===== config.mk =====
export PLATFORM = sky130hd
export DESIGN_NAME = sliding_window_min_max_filter
export DESIGN_NICKNAME = d
export VERILOG_FILES = /design/src/sv/swmm_pkg.sv /design/src/sv/sliding_window_min_max_filter.sv /design/src/sv/swmm_fifo.sv /design/src/sv/swmm_front.sv /design/src/sv/swmm_back.sv
export VERILOG_INCLUDE_DIRS = /design/src /design/src/sv
export SDC_FILE = /design/constraint.sdc
export NUM_CORES = 2
export LEC_CHECK = 0
export BUFFER_PORTS_ARGS = -buffer_cell sky130_fd_sc_hd__buf_2
export CORE_ASPECT_RATIO = 0.7
export CORE_UTILIZATION = 61
export DETAILED_ROUTE_END_ITERATION = 8
export PLACE_DENSITY_LB_ADDON = 0.25
export REMOVE_ABC_BUFFERS = 1
export SLEW_MARGIN = 20
export SYNTH_ARGS = -nofsm -noshare
export SYNTH_HDL_FRONTEND = slang
export SYNTH_SLANG_ARGS = --single-unit
export TNS_END_PERCENT = 20

===== constraint.sdc =====
create_clock -name clk -period 27.2 [get_ports clk]
set_clock_uncertainty 0.2 [all_clocks]
set_input_delay 4.08 -clock clk [delete_from_list [all_inputs] [get_ports clk]]
set_output_delay 4.08 -clock clk [all_outputs]
set_load 0.02 [all_outputs]

===== src/sv/sliding_window_min_max_filter_macros.svh =====
// assertion macros for the sliding window min/max filter
// expects clk and rst_n in the scope where a macro is used
`ifndef SLIDING_WINDOW_MIN_MAX_FILTER_MACROS_SVH
`define SLIDING_WINDOW_MIN_MAX_FILTER_MACROS_SVH

// condition must hold in the same cycle
`define SWMM_ASSERT_NOW(label, ante, cons, msg) \
    label: assert property (@(posedge clk) disable iff (!rst_n) (ante) |-> (cons)) \
        else $error(msg);

// condition must hold in the following cycle
`define SWMM_ASSERT_NEXT(label, ante, cons, msg) \
    label: assert property (@(posedge clk) disable iff (!rst_n) (ante) |=> (cons)) \
        else $error(msg);

`endif


===== src/sv/swmm_pkg.sv =====
// shared types and constants of the sliding window min/max filter
// no dependencies
`default_nettype none

package swmm_pkg;

    localparam int PIX_W     = 8;
    localparam int WS_W      = 6;
    localparam int CFG_IDX_W = 1;

    localparam logic [WS_W-1:0] WS_RESET = 6'd3;
    localparam logic MODE_MAX = 1'b0;
    localparam logic MODE_MIN = 1'b1;

    typedef enum logic [CFG_IDX_W-1:0] {
        REG_WINDOW_SIZE = 1'b0,
        REG_FILTER_MODE = 1'b1
    } cfg_reg_t;

    typedef struct packed {
        logic [PIX_W-1:0] pixel;
        logic             row_end;
    } out_item_t;

    typedef struct packed {
        logic busy;
        logic emit;
        logic emit_row_end;
        logic pop;
    } back_status_t;

endpackage

`default_nettype wire


===== src/sv/sliding_window_min_max_filter.sv =====
// sliding window min/max filter over a row of 8-bit pixels, top level
// a result passes the command queue, the back sequencer and the result queue to the outputs
// throughput: one pixel per cycle within a row, one result each cycle during a row end, both
// while the result queue has room; a row end holds the back sequencer for columns min(lag, fill-1) down to 0
// reset: queues empty, fill count zero, window size 3, max mode; no clearing pass
`default_nettype none

`include "sliding_window_min_max_filter_macros.svh"

module sliding_window_min_max_filter #(
    parameter int MAX_WINDOW = 32
) (
    input  wire logic                      clk,
    input  wire logic                      rst_n,
    input  wire logic                      push,
    output logic                           full,
    input  wire logic [swmm_pkg::PIX_W-1:0] pixel_in,
    input  wire logic                      row_end_in,
    output logic                           empty,
    input  wire logic                      pop,
    output logic [swmm_pkg::PIX_W-1:0]     pixel_out,
    output logic                           row_end_out,
    input  wire logic                      cfg_valid,
    output logic                           cfg_ready,
    input  wire swmm_pkg::cfg_reg_t        cfg_index,
    input  wire logic [swmm_pkg::WS_W-1:0] cfg_data
);

    import swmm_pkg::*;

    localparam int IW        = $clog2(MAX_WINDOW);
    localparam int CMD_W     = 11 + 3 * IW;
    localparam int CMD_DEPTH = 4;
    localparam int RES_DEPTH = 2;

    logic [CMD_W-1:0] front_cmd;
    logic [CMD_W-1:0] back_cmd;
    logic             cmd_push;
    logic             cmd_full;
    logic             cmd_pop;
    logic             cmd_empty;
    logic             res_push;
    logic             res_full;
    out_item_t        res_word;
    out_item_t        out_item;
    back_status_t     back_status;

    swmm_front #(
        .MAX_WINDOW (MAX_WINDOW)
    ) u_front (
        .clk        (clk),
        .rst_n      (rst_n),
        .push       (push),
        .full       (full),
        .pixel_in   (pixel_in),
        .row_end_in (row_end_in),
        .cfg_valid  (cfg_valid),
        .cfg_ready  (cfg_ready),
        .cfg_index  (cfg_index),
        .cfg_data   (cfg_data),
        .cmd_push   (cmd_push),
        .cmd_word   (front_cmd),
        .cmd_full   (cmd_full)
    );

    swmm_fifo #(
        .WIDTH (CMD_W),
        .DEPTH (CMD_DEPTH)
    ) u_cmd_queue (
        .clk   (clk),
        .rst_n (rst_n),
        .push  (cmd_push),
        .wdata (front_cmd),
        .full  (cmd_full),
        .pop   (cmd_pop),
        .rdata (back_cmd),
        .empty (cmd_empty)
    );

    swmm_back #(
        .MAX_WINDOW (MAX_WINDOW)
    ) u_back (
        .clk       (clk),
        .rst_n     (rst_n),
        .cmd_word  (back_cmd),
        .cmd_empty (cmd_empty),
        .cmd_pop   (cmd_pop),
        .res_full  (res_full),
        .res_push  (res_push),
        .res_word  (res_word),
        .status    (back_status)
    );

    swmm_fifo #(
        .WIDTH ($bits(out_item_t)),
        .DEPTH (RES_DEPTH)
    ) u_res_queue (
        .clk   (clk),
        .rst_n (rst_n),
        .push  (res_push),
        .wdata (res_word),
        .full  (res_full),
        .pop   (pop),
        .rdata (out_item),
        .empty (empty)
    );

    assign pixel_out   = out_item.pixel;
    assign row_end_out = out_item.row_end;

    // the last result of a row leaves the sequencer idle unless a new beat was taken
    `SWMM_ASSERT_NEXT(a_row_end_idles,
        back_status.emit && back_status.emit_row_end && !back_status.pop,
        !back_status.busy, "sequencer still busy after row end")
    `SWMM_ASSERT_NOW(a_no_res_overflow, back_status.emit, !res_full,
        "result written into full queue")
    `SWMM_ASSERT_NOW(a_pop_has_cmd, back_status.pop, !cmd_empty,
        "command taken from empty queue")

endmodule

`default_nettype wire


===== src/sv/swmm_fifo.sv =====
// small first-in first-out queue used between the filter stages
// standalone, no package needed
`default_nettype none

module swmm_fifo #(
    parameter int WIDTH = 8,
    parameter int DEPTH = 4
) (
    input  wire logic             clk,
    input  wire logic             rst_n,
    input  wire logic             push,
    input  wire logic [WIDTH-1:0] wdata,
    output logic                  full,
    input  wire logic             pop,
    output logic [WIDTH-1:0]      rdata,
    output logic                  empty
);

    localparam int AW = $clog2(DEPTH);

    logic [WIDTH-1:0] mem_reg [DEPTH];
    logic [AW:0]      wr_ptr_reg;
    logic [AW:0]      rd_ptr_reg;
    logic             do_push;
    logic             do_pop;

    assign empty   = (wr_ptr_reg == rd_ptr_reg);
    assign full    = ((wr_ptr_reg ^ rd_ptr_reg) == {1'b1, {AW{1'b0}}});
    assign do_push = push & ~full;
    assign do_pop  = pop & ~empty;
    assign rdata   = mem_reg[rd_ptr_reg[AW-1:0]];

    always_ff @(posedge clk)
    begin
        if (do_push)
        begin
            mem_reg[wr_ptr_reg[AW-1:0]] <= wdata;
        end
    end

    always_ff @(posedge clk or negedge rst_n)
    begin
        if (!rst_n)
        begin
            wr_ptr_reg <= '0;
            rd_ptr_reg <= '0;
        end
        else
        begin
            if (do_push)
            begin
                wr_ptr_reg <= wr_ptr_reg + 1'b1;
            end
            if (do_pop)
            begin
                rd_ptr_reg <= rd_ptr_reg + 1'b1;
            end
        end
    end

endmodule

`default_nettype wire


===== src/sv/swmm_front.sv =====
// front stage: config registers, row fill tracking, classifies each pixel
// into a command for the back stage; uses swmm_pkg
`default_nettype none

module swmm_front #(
    parameter int MAX_WINDOW = 32
) (
    input  wire logic                      clk,
    input  wire logic                      rst_n,
    input  wire logic                      push,
    output logic                           full,
    input  wire logic [swmm_pkg::PIX_W-1:0] pixel_in,
    input  wire logic                      row_end_in,
    input  wire logic                      cfg_valid,
    output logic                           cfg_ready,
    input  wire swmm_pkg::cfg_reg_t        cfg_index,
    input  wire logic [swmm_pkg::WS_W-1:0] cfg_data,
    output logic                           cmd_push,
    output logic [11+3*$clog2(MAX_WINDOW)-1:0] cmd_word,
    input  wire logic                      cmd_full
);

    import swmm_pkg::*;

    localparam int IW = $clog2(MAX_WINDOW);
    localparam int NW = $clog2(MAX_WINDOW + 1);
    localparam int CW = (NW > WS_W) ? NW : WS_W;

    typedef struct packed {
        logic             mode;
        logic             last;
        logic             has_res;
        logic [PIX_W-1:0] pixel;
        logic [IW-1:0]    j_start;
        logic [IW-1:0]    c;
        logic [IW-1:0]    fm1;
    } cmd_t;

    logic [WS_W-1:0] ws_reg;
    logic            mode_reg;
    logic [NW-1:0]   fill_reg;
    logic [NW-1:0]   fill_next;
    logic            accept;
    logic [CW-1:0]   ws_ext;
    logic [CW-1:0]   n_eff;
    logic [CW-1:0]   n_less;
    logic [IW-1:0]   c_val;
    logic [IW-1:0]   d_val;
    logic [IW-1:0]   fm1;
    logic            fill_sat;
    cmd_t            cmd;

    assign cfg_ready = 1'b1;
    assign accept    = push & ~cmd_full;
    assign full      = cmd_full;
    assign cmd_push  = accept;

    // clamp window size to 1..MAX_WINDOW
    assign ws_ext = CW'(ws_reg);
    always_comb
    begin
        if (ws_reg == '0)
        begin
            n_eff = CW'(1);
        end
        else if (ws_ext > CW'(MAX_WINDOW))
        begin
            n_eff = CW'(MAX_WINDOW);
        end
        else
        begin
            n_eff = ws_ext;
        end
    end

    assign n_less = n_eff - 1'b1;
    assign c_val  = IW'(n_eff >> 1);
    assign d_val  = IW'(n_less >> 1);

    // fill count after this pixel, minus one
    assign fill_sat = (fill_reg == NW'(MAX_WINDOW));
    assign fm1      = fill_sat ? IW'(MAX_WINDOW - 1) : IW'(fill_reg);

    always_comb
    begin
        cmd.mode    = mode_reg;
        cmd.last    = row_end_in;
        cmd.pixel   = pixel_in;
        cmd.c       = c_val;
        cmd.fm1     = fm1;
        cmd.has_res = row_end_in | (d_val <= fm1);
        // a row end flushes from the oldest pending column that exists
        if (row_end_in && (fm1 < d_val))
        begin
            cmd.j_start = fm1;
        end
        else
        begin
            cmd.j_start = d_val;
        end
    end

    assign cmd_word = cmd;

    always_comb
    begin
        if (row_end_in)
        begin
            fill_next = '0;
        end
        else if (fill_sat)
        begin
            fill_next = fill_reg;
        end
        else
        begin
            fill_next = fill_reg + 1'b1;
        end
    end

    always_ff @(posedge clk or negedge rst_n)
    begin
        if (!rst_n)
        begin
            ws_reg   <= WS_RESET;
            mode_reg <= MODE_MAX;
            fill_reg <= '0;
        end
        else
        begin
            if (cfg_valid)
            begin
                unique case (cfg_index)
                    REG_WINDOW_SIZE: ws_reg   <= cfg_data;
                    REG_FILTER_MODE: mode_reg <= cfg_data[0];
                    default:         ws_reg   <= ws_reg;
                endcase
            end
            if (accept)
            begin
                fill_reg <= fill_next;
            end
        end
    end

endmodule

`default_nettype wire


===== src/sv/swmm_back.sv =====
// back stage: row of running max/min cells and the result sequencer
// uses swmm_pkg; takes commands from the front queue
`default_nettype none

module swmm_back #(
    parameter int MAX_WINDOW = 32
) (
    input  wire logic                      clk,
    input  wire logic                      rst_n,
    input  wire logic [11+3*$clog2(MAX_WINDOW)-1:0] cmd_word,
    input  wire logic                      cmd_empty,
    output logic                           cmd_pop,
    input  wire logic                      res_full,
    output logic                           res_push,
    output swmm_pkg::out_item_t            res_word,
    output swmm_pkg::back_status_t         status
);

    import swmm_pkg::*;

    localparam int IW = $clog2(MAX_WINDOW);

    typedef struct packed {
        logic             mode;
        logic             last;
        logic             has_res;
        logic [PIX_W-1:0] pixel;
        logic [IW-1:0]    j_start;
        logic [IW-1:0]    c;
        logic [IW-1:0]    fm1;
    } cmd_t;

    // cell t holds the extreme of the newest t+1 pixels
    logic [PIX_W-1:0] max_cells_reg [MAX_WINDOW];
    logic [PIX_W-1:0] min_cells_reg [MAX_WINDOW];

    logic          busy_reg;
    logic [IW-1:0] j_reg;
    logic [IW-1:0] c_reg;
    logic [IW-1:0] fm1_reg;
    logic          last_reg;
    logic          mode_reg;

    cmd_t          cmd;
    logic          emit;
    logic          done;
    logic [IW:0]   reach;
    logic [IW-1:0] idx;

    assign cmd = cmd_t'(cmd_word);

    assign emit    = busy_reg & ~res_full;
    assign done    = ~last_reg | (j_reg == '0);
    assign cmd_pop = ~cmd_empty & (~busy_reg | (emit & done));

    // window reaches c columns past the result column, cut at the row start
    assign reach = {1'b0, j_reg} + {1'b0, c_reg};
    assign idx   = (reach > {1'b0, fm1_reg}) ? fm1_reg : reach[IW-1:0];

    assign res_push         = emit;
    assign res_word.pixel   = (mode_reg == MODE_MIN) ? min_cells_reg[idx] : max_cells_reg[idx];
    assign res_word.row_end = last_reg & (j_reg == '0);

    assign status.busy         = busy_reg;
    assign status.emit         = emit;
    assign status.emit_row_end = emit & res_word.row_end;
    assign status.pop          = cmd_pop;

    always_ff @(posedge clk)
    begin
        if (cmd_pop)
        begin
            max_cells_reg[0] <= cmd.pixel;
            min_cells_reg[0] <= cmd.pixel;
            for (int t = 1; t < MAX_WINDOW; t++)
            begin
                max_cells_reg[t] <= (cmd.pixel > max_cells_reg[t-1]) ?
                                    cmd.pixel : max_cells_reg[t-1];
                min_cells_reg[t] <= (cmd.pixel < min_cells_reg[t-1]) ?
                                    cmd.pixel : min_cells_reg[t-1];
            end
        end
    end

    always_ff @(posedge clk or negedge rst_n)
    begin
        if (!rst_n)
        begin
            busy_reg <= 1'b0;
            j_reg    <= '0;
            c_reg    <= '0;
            fm1_reg  <= '0;
            last_reg <= 1'b0;
            mode_reg <= MODE_MAX;
        end
        else if (cmd_pop)
        begin
            busy_reg <= cmd.has_res;
            j_reg    <= cmd.j_start;
            c_reg    <= cmd.c;
            fm1_reg  <= cmd.fm1;
            last_reg <= cmd.last;
            mode_reg <= cmd.mode;
        end
        else if (emit)
        begin
            if (done)
            begin
                busy_reg <= 1'b0;
            end
            else
            begin
                j_reg <= j_reg - 1'b1;
            end
        end
    end

endmodule

`default_nettype wire


# Yosys cells after proc, flatten, opt, wreduce, memory -nomap -nowiden
# Memories as Yosys holds them, arrays and structs flattened.
# Cells that the tools add are included.
# classes
n_addsub	8
magnitude_cmp	66
eq_ne	7
muxes	82
bitwise_logic	21
reduce_logical	10
# ops
op	n
two-way mux 8 bit	63
> comparator 8 bit	31
< comparator 8 bit	31
two-way mux 5 bit	6
two-way mux 6 bit	4
AND reduction 2 bit	5
AND 1 bit	9
two-way mux 1 bit	9
inverter 1 bit	7
adder 3 x 1 -> 3 bit, second input constant	2
adder 5 x 5 -> 6 bit	1
adder 6 x 1 -> 6 bit, second input constant	1
== test 6 bit, second input constant	1
> comparator 6 x 5 -> 1 bit	1
> comparator 6 bit, second input constant	1
zero test 6 bit	1
subtractor 6 x 1 -> 6 bit, second input constant	1
less-or-equal comparator 5 bit	1
zero test 5 bit	1
< comparator 5 bit	1
subtractor 5 x 1 -> 5 bit, second input constant	1
adder 2 x 1 -> 2 bit, second input constant	2
inequality test 2 bit, second input constant	2
nonzero test 2 bit	2
other kinds (8)	10
# word_totals
ff_bits	41
mem_bits_rw	634
inputBits	21
output_inout_bits	12
wordCells	211
memories	4
# mem_list
memory	words	width	rd	rd_ports_with_merged_regs	wr	line	source
u_back.max_cells_reg	32	8	32	0	32	swmm_back.sv:34	logic [PIX_W-1:0] max_cells_reg [MAX_WINDOW];
u_back.min_cells_reg	32	8	32	0	32	swmm_back.sv:35	logic [PIX_W-1:0] min_cells_reg [MAX_WINDOW];
u_cmd_queue.mem_reg	4	26	1	0	1	swmm_fifo.sv:21	logic [WIDTH-1:0] mem_reg [DEPTH];
u_res_queue.mem_reg	2	9	1	0	1	swmm_fifo.sv:21	

# Logic depth before layout (Yosys ltp)
# depth
ltp_word	9
ltp_mapped	19
ltp_nobuf	15

# By module
# Synthesis repeated with hierarchy kept, for this count alone.
# hier_totals
hier_cells	3925
area_unflattened_um2	44213.7
# by_module_without_submodules
mod	instances	cells_each	area_per_inst_um2	seq_area_each_um2
swmm_back	1	3568	38040.2	15584.9
swmm_fifo (u_cmd_queue)	1	184	4244.1	3273.1
swmm_front	1	117	1048.5	327.8
swmm_fifo (u_res_queue)	1	56	880.8	640.6

# Worst setup path before layout
# No wires, ideal clock.
# synth_path
kind	register to register
from	reg u_back.j_reg[0]
to	reg u_back.fm1_reg[1]
setup_time_ns	0.757
arrival_ns	15.735
required_ns	26.243
path_slack_ns	10.509
path_stages_with_launch	9
n_path_buf	1
synth_period_minus_slack_ns	16.691
path_cell_list	dfrtp_1 -> inv_1 -> ha_1 -> nand2b_1 -> o31ai_1 -> nand2_1 -> a21oi_1 -> clkbuf_1 -> o21ai_0
# synth_between
elab_chain_len	5
# synth_lines
item	line	source
start, declared	swmm_back.sv:38	logic [IW-1:0] j_reg;
start signal, assigned	swmm_back.sv:99	j_reg <= cmd.j_start;
start signal, assigned	swmm_back.sv:113	j_reg <= j_reg - 1'b1;
zero test 5 bit	swmm_back.sv:53	assign done = ~last_reg | (j_reg == '0);
bitwise OR 1 bit	swmm_back.sv:53	
AND 1 bit	swmm_back.sv:54	assign cmd_pop = ~cmd_empty & (~busy_reg | (emit & done));
bitwise OR 1 bit	swmm_back.sv:54	
AND 1 bit	swmm_back.sv:54	
via cmd_pop	sliding_window_min_max_filter.sv:40	logic cmd_pop;
end signal, assigned	swmm_back.sv:101	fm1_reg <= cmd.fm1;
end, declared	swmm_back.sv:40	logic [IW-1:0] fm1_reg;
# The timed path passes the listed nets, and every way through them passes these cells.
# A chain may end at the register's enable or synchronous reset.

# Final worst setup path
# layout_path
from	reg u_cmd_queue.rd_ptr_reg[0]
to	out full
# layout_between
elab_chain_len	2
# layout_lines
item	line	source
start, declared	swmm_fifo.sv:23	logic [AW:0] rd_ptr_reg;
start signal, assigned	swmm_fifo.sv:56	rd_ptr_reg <= rd_ptr_reg + 1'b1;
bitwise XOR 3 bit	swmm_fifo.sv:28	assign full = ((wr_ptr_reg ^ rd_ptr_reg) == {1'b1, {AW{1'b0}}});
== test 3 bit	swmm_fifo.sv:28	
end, declared	sliding_window_min_max_filter.sv:16	output logic full,
# Every way passes these cells.

==> impl_metrics.py <==
metrics = {
    "global_route": {
        "track_usage_pct": 34.0,
        "grt_pass1_wl_um": 188000,
        "antenna_found_initial": 4,
        "overflow": 0,
        "grt_max_degree": 118,
        "grt_pass1_vias": 30100,
    },
    "sta": {
        "clock.fmax_ghz": 0.157,
        "rsz0062_at_grt": "false",
        "period_needed_ns": 6.37,
        "slew_headroom_pct": 13.2,
        "fin_hold_ws_ns": 0.283,
        "finalSetupViolCount": 0,
        "fin_crit_sh_pct": 23.4,
        "worst_pin_slew_ns": 1.29,
        "setup-tns-final_ns": 0,
        "slew_violations": 0,
        "finalHoldViolCount": 0,
    },
    "detailed_routing": {
        "num_vias": 31500,
        "avgRoutedWirePerCell_um": 25.6,
        "viasPerCell": 6.49,
        "drc": 0,
        "drt_wl_total_um": 124000,
        "drtIter0Drc": 4064,
        "ant_nets": 0,
        "dr.pass1.iters": 6,
    },
    "setup_path": {
        "crit_path_max_fanout": 29,
        "path_class": "flip-flop to output port",
        "required_ns": 22.92,
        "worst_setup_path_end_kind": "output port",
        "critPathArrivalTime_ns": 2.09,
        "startpoint_type": "flip-flop",
    },
    "clock_network": {
        "cts_tree": "yes",
        "clk_latency_ns": 0.65,
        "cts_buffers": 71,
        "cts_setup_buffers": 0,
        "clk_pin_slew_worst_paths_ns": 0.06,
        "h-tree-depth": 3,
        "cts-resized-gates": 0,
        "clockRootBuffer": "clkbuf_16",
        "cts.sinks": 667,
        "postCtsHoldBufs": 0,
        "cts_buffer_depth": 3,
    },
    "placed_design": {
        "dp_hpwl_um": 85700,
        "place_area_mm2": 0.0452,
        "port_buffers": 31,
        "routabilityCongestion": 1.08,
    },
    "yosys": {
        "synth_area_mm2": 0.0441,
        "synthFlopType": "edfxtp_1",
        "synthCells": 3825,
        "yosys_warnings": 0,
        "synth_area_per_cell_um2": 11.5,
        "synthArstFlopShare_pct": 6.15,
        "synth-seq-area-share_pct": 45.0,
        "synth_edf_count": 626,
        "synth-seq-cells": 667,
        "synth_cell_type_count": 79,
    },
    "min_path": {
        "min-delay-path-class": "flip-flop to flip-flop",
    },
    "floorplan": {
        "start_util_pct": 61.7,
        "die_h_um": 227,
        "die_w_um": 323,
        "core_area_mm2": 0.0715,
        "ioPinCount": 33,
        "rows": 82,
        "die-area_mm2": 0.0734,
    },
    "cells_and_area": {
        "drive_gt1_share_pct": 19.0,
        "largest_reg_flops": 256,
        "final_area_mm2": 0.0476,
        "fin_nets": 4337,
        "fin_util_pct": 66.6,
        "area_growth_pct": 7.96,
    },
    "job": {
        "drv_cap": 0,
    },
    "run_status": {
        "status": "finished clean",
    },
}
## routing by layer
layer / vias to the layer above / GRT usage, % / wire length [um]
li1: 14200 / - / -
met4: 2 / 9.07 / 3210
met1: 15300 / 50.3 / 54300
met5: - / 0 / 19
met2: 1771 / 48.6 / 51100
met3: 236 / 10.0 / 15700
## final cells by class
type                       count  area (um^2)
multi-input combinational   2557        21900
fill                        5359        23900
timing repair buffer          83          558
antenna                        1         2.50
sequential                   667        19800
clock inverter                43          505
tap                          966         1210
inverter                     452         1700
clock buffer                  86         1850
## cell families (layout without fill, tap and decap cells)
group | Yosys count | count (layout) | share of synthesized area, %
AOI/OAI and AO/OA | 761 | 761 | 11.2
DFF | 667 | 667 | 45.0
muxes | 663 | 663 | 17.1
and+or+nand+nor | 626 | 626 | 7.11
buffers and inverters | 601 | 664 | 5.45
adders and majority gates | 484 | 484 | 13.8
xor gates and xnor gates | 21 | 21 | 0.417
other | 2 | 3 | 0.0170
## Yosys cell counts (20+ instances only)
| library cell | count | area (um^2) |
|---|---|---|
| a2111oi_0 | 23 | 201 |
| a211oi_1 | 24 | 180 |
| a21boi_0 | 31 | 233 |
| a21o_1 | 68 | 510 |
| a21oi_1 | 179 | 896 |
| a31oi_2 | 20 | 250 |
| and3_1 | 43 | 269 |
| buf_2 | 43 | 215 |
| clkbuf_1 | 80 | 300 |
| dfrtp_1 | 39 | 976 |
| edfxtp_1 | 626 | 18800 |
| ha_1 | 483 | 6040 |
| inv_1 | 452 | 1700 |
| mux2_2 | 480 | 5410 |
| mux2i_1 | 158 | 1580 |
| mux4_2 | 25 | 563 |
| nand2_1 | 199 | 747 |
| nand2b_1 | 69 | 432 |
| nand3_1 | 71 | 355 |
| nor2_1 | 73 | 274 |
| nor2b_1 | 33 | 206 |
| nor3_1 | 71 | 355 |
| nor4_1 | 25 | 156 |
| o21a_1 | 32 | 240 |
| o21ai_0 | 197 | 986 |
| o21ai_1 | 45 | 225 |
## worst paths after layout
path | end | slack [ns] | cells after the start | startpoint
min in group asynchronous | u_front.fill_reg[5]$_DFFE_PN0P_ | 3.40 | 1 | rst_n
min reg2reg | u_res_queue.wr_ptr_reg[1]$_DFFE_PN0P_ | 0.28 | 1 | u_res_queue.wr_ptr_reg[1]$_DFFE_PN0P_
max reg2reg | u_res_queue.mem_reg[0][5]$_DFFE_PP_ | 21.18 | 14 | u_back.c_reg[1]$_DFFE_PN0P_
max in group asynchronous | u_cmd_queue.rd_ptr_reg[0]$_DFFE_PN0P_ | 22.75 | 1 | rst_n
min | u_res_queue.wr_ptr_reg[1]$_DFFE_PN0P_ | 0.28 | 1 | u_res_queue.wr_ptr_reg[1]$_DFFE_PN0P_
max | full | 20.83 | 5 | u_cmd_queue.rd_ptr_reg[0]$_DFFE_PN0P_
## through the flow
stage,std cells,setup WS (ns)
after floorplan,3676,-3.04
after global placement,4724,21.47
after detailed placement,4724,21.42
after CTS,4853,20.76
after global routing,4854,20.60
final,4855,20.83
## critical path, stage by stage (launching register included)
cell and delay [ns]:
dfrtp_2 0.33, buf_4 0.49, xnor2_1 0.21, nand3_1 0.19, inv_1 0.09, buf_2 0.16
## placed cells by master, fill, tap and decap left out, drive strengths merged, types with 28 or more instances in the layout
| master | Yosys | routed |
|---|---|---|
| edfxtp | 626 | 626 |
| clkbuf | 80 | 86 |
| nand2b | 69 | 69 |
| clkinv | 0 | 28 |
| and3 | 43 | 43 |
| buf | 69 | 83 |
| inv | 452 | 455 |
| nor3 | 71 | 71 |
| nand3 | 74 | 74 |
| nor2 | 74 | 74 |
| o21ai | 245 | 245 |
| nand2 | 200 | 200 |
| nor2b | 33 | 33 |
| dfrtp | 39 | 39 |
| o21a | 32 | 32 |
| a21boi | 31 | 31 |
| a21o | 68 | 68 |
| mux2i | 158 | 158 |
| a21oi | 181 | 181 |
| mux2 | 480 | 480 |
| ha | 483 | 483 |
| a31oi | 37 | 37 |
Power is not shown: default switching activity piles up to over one toggle a cycle in this logic, so the estimate is an artifact.
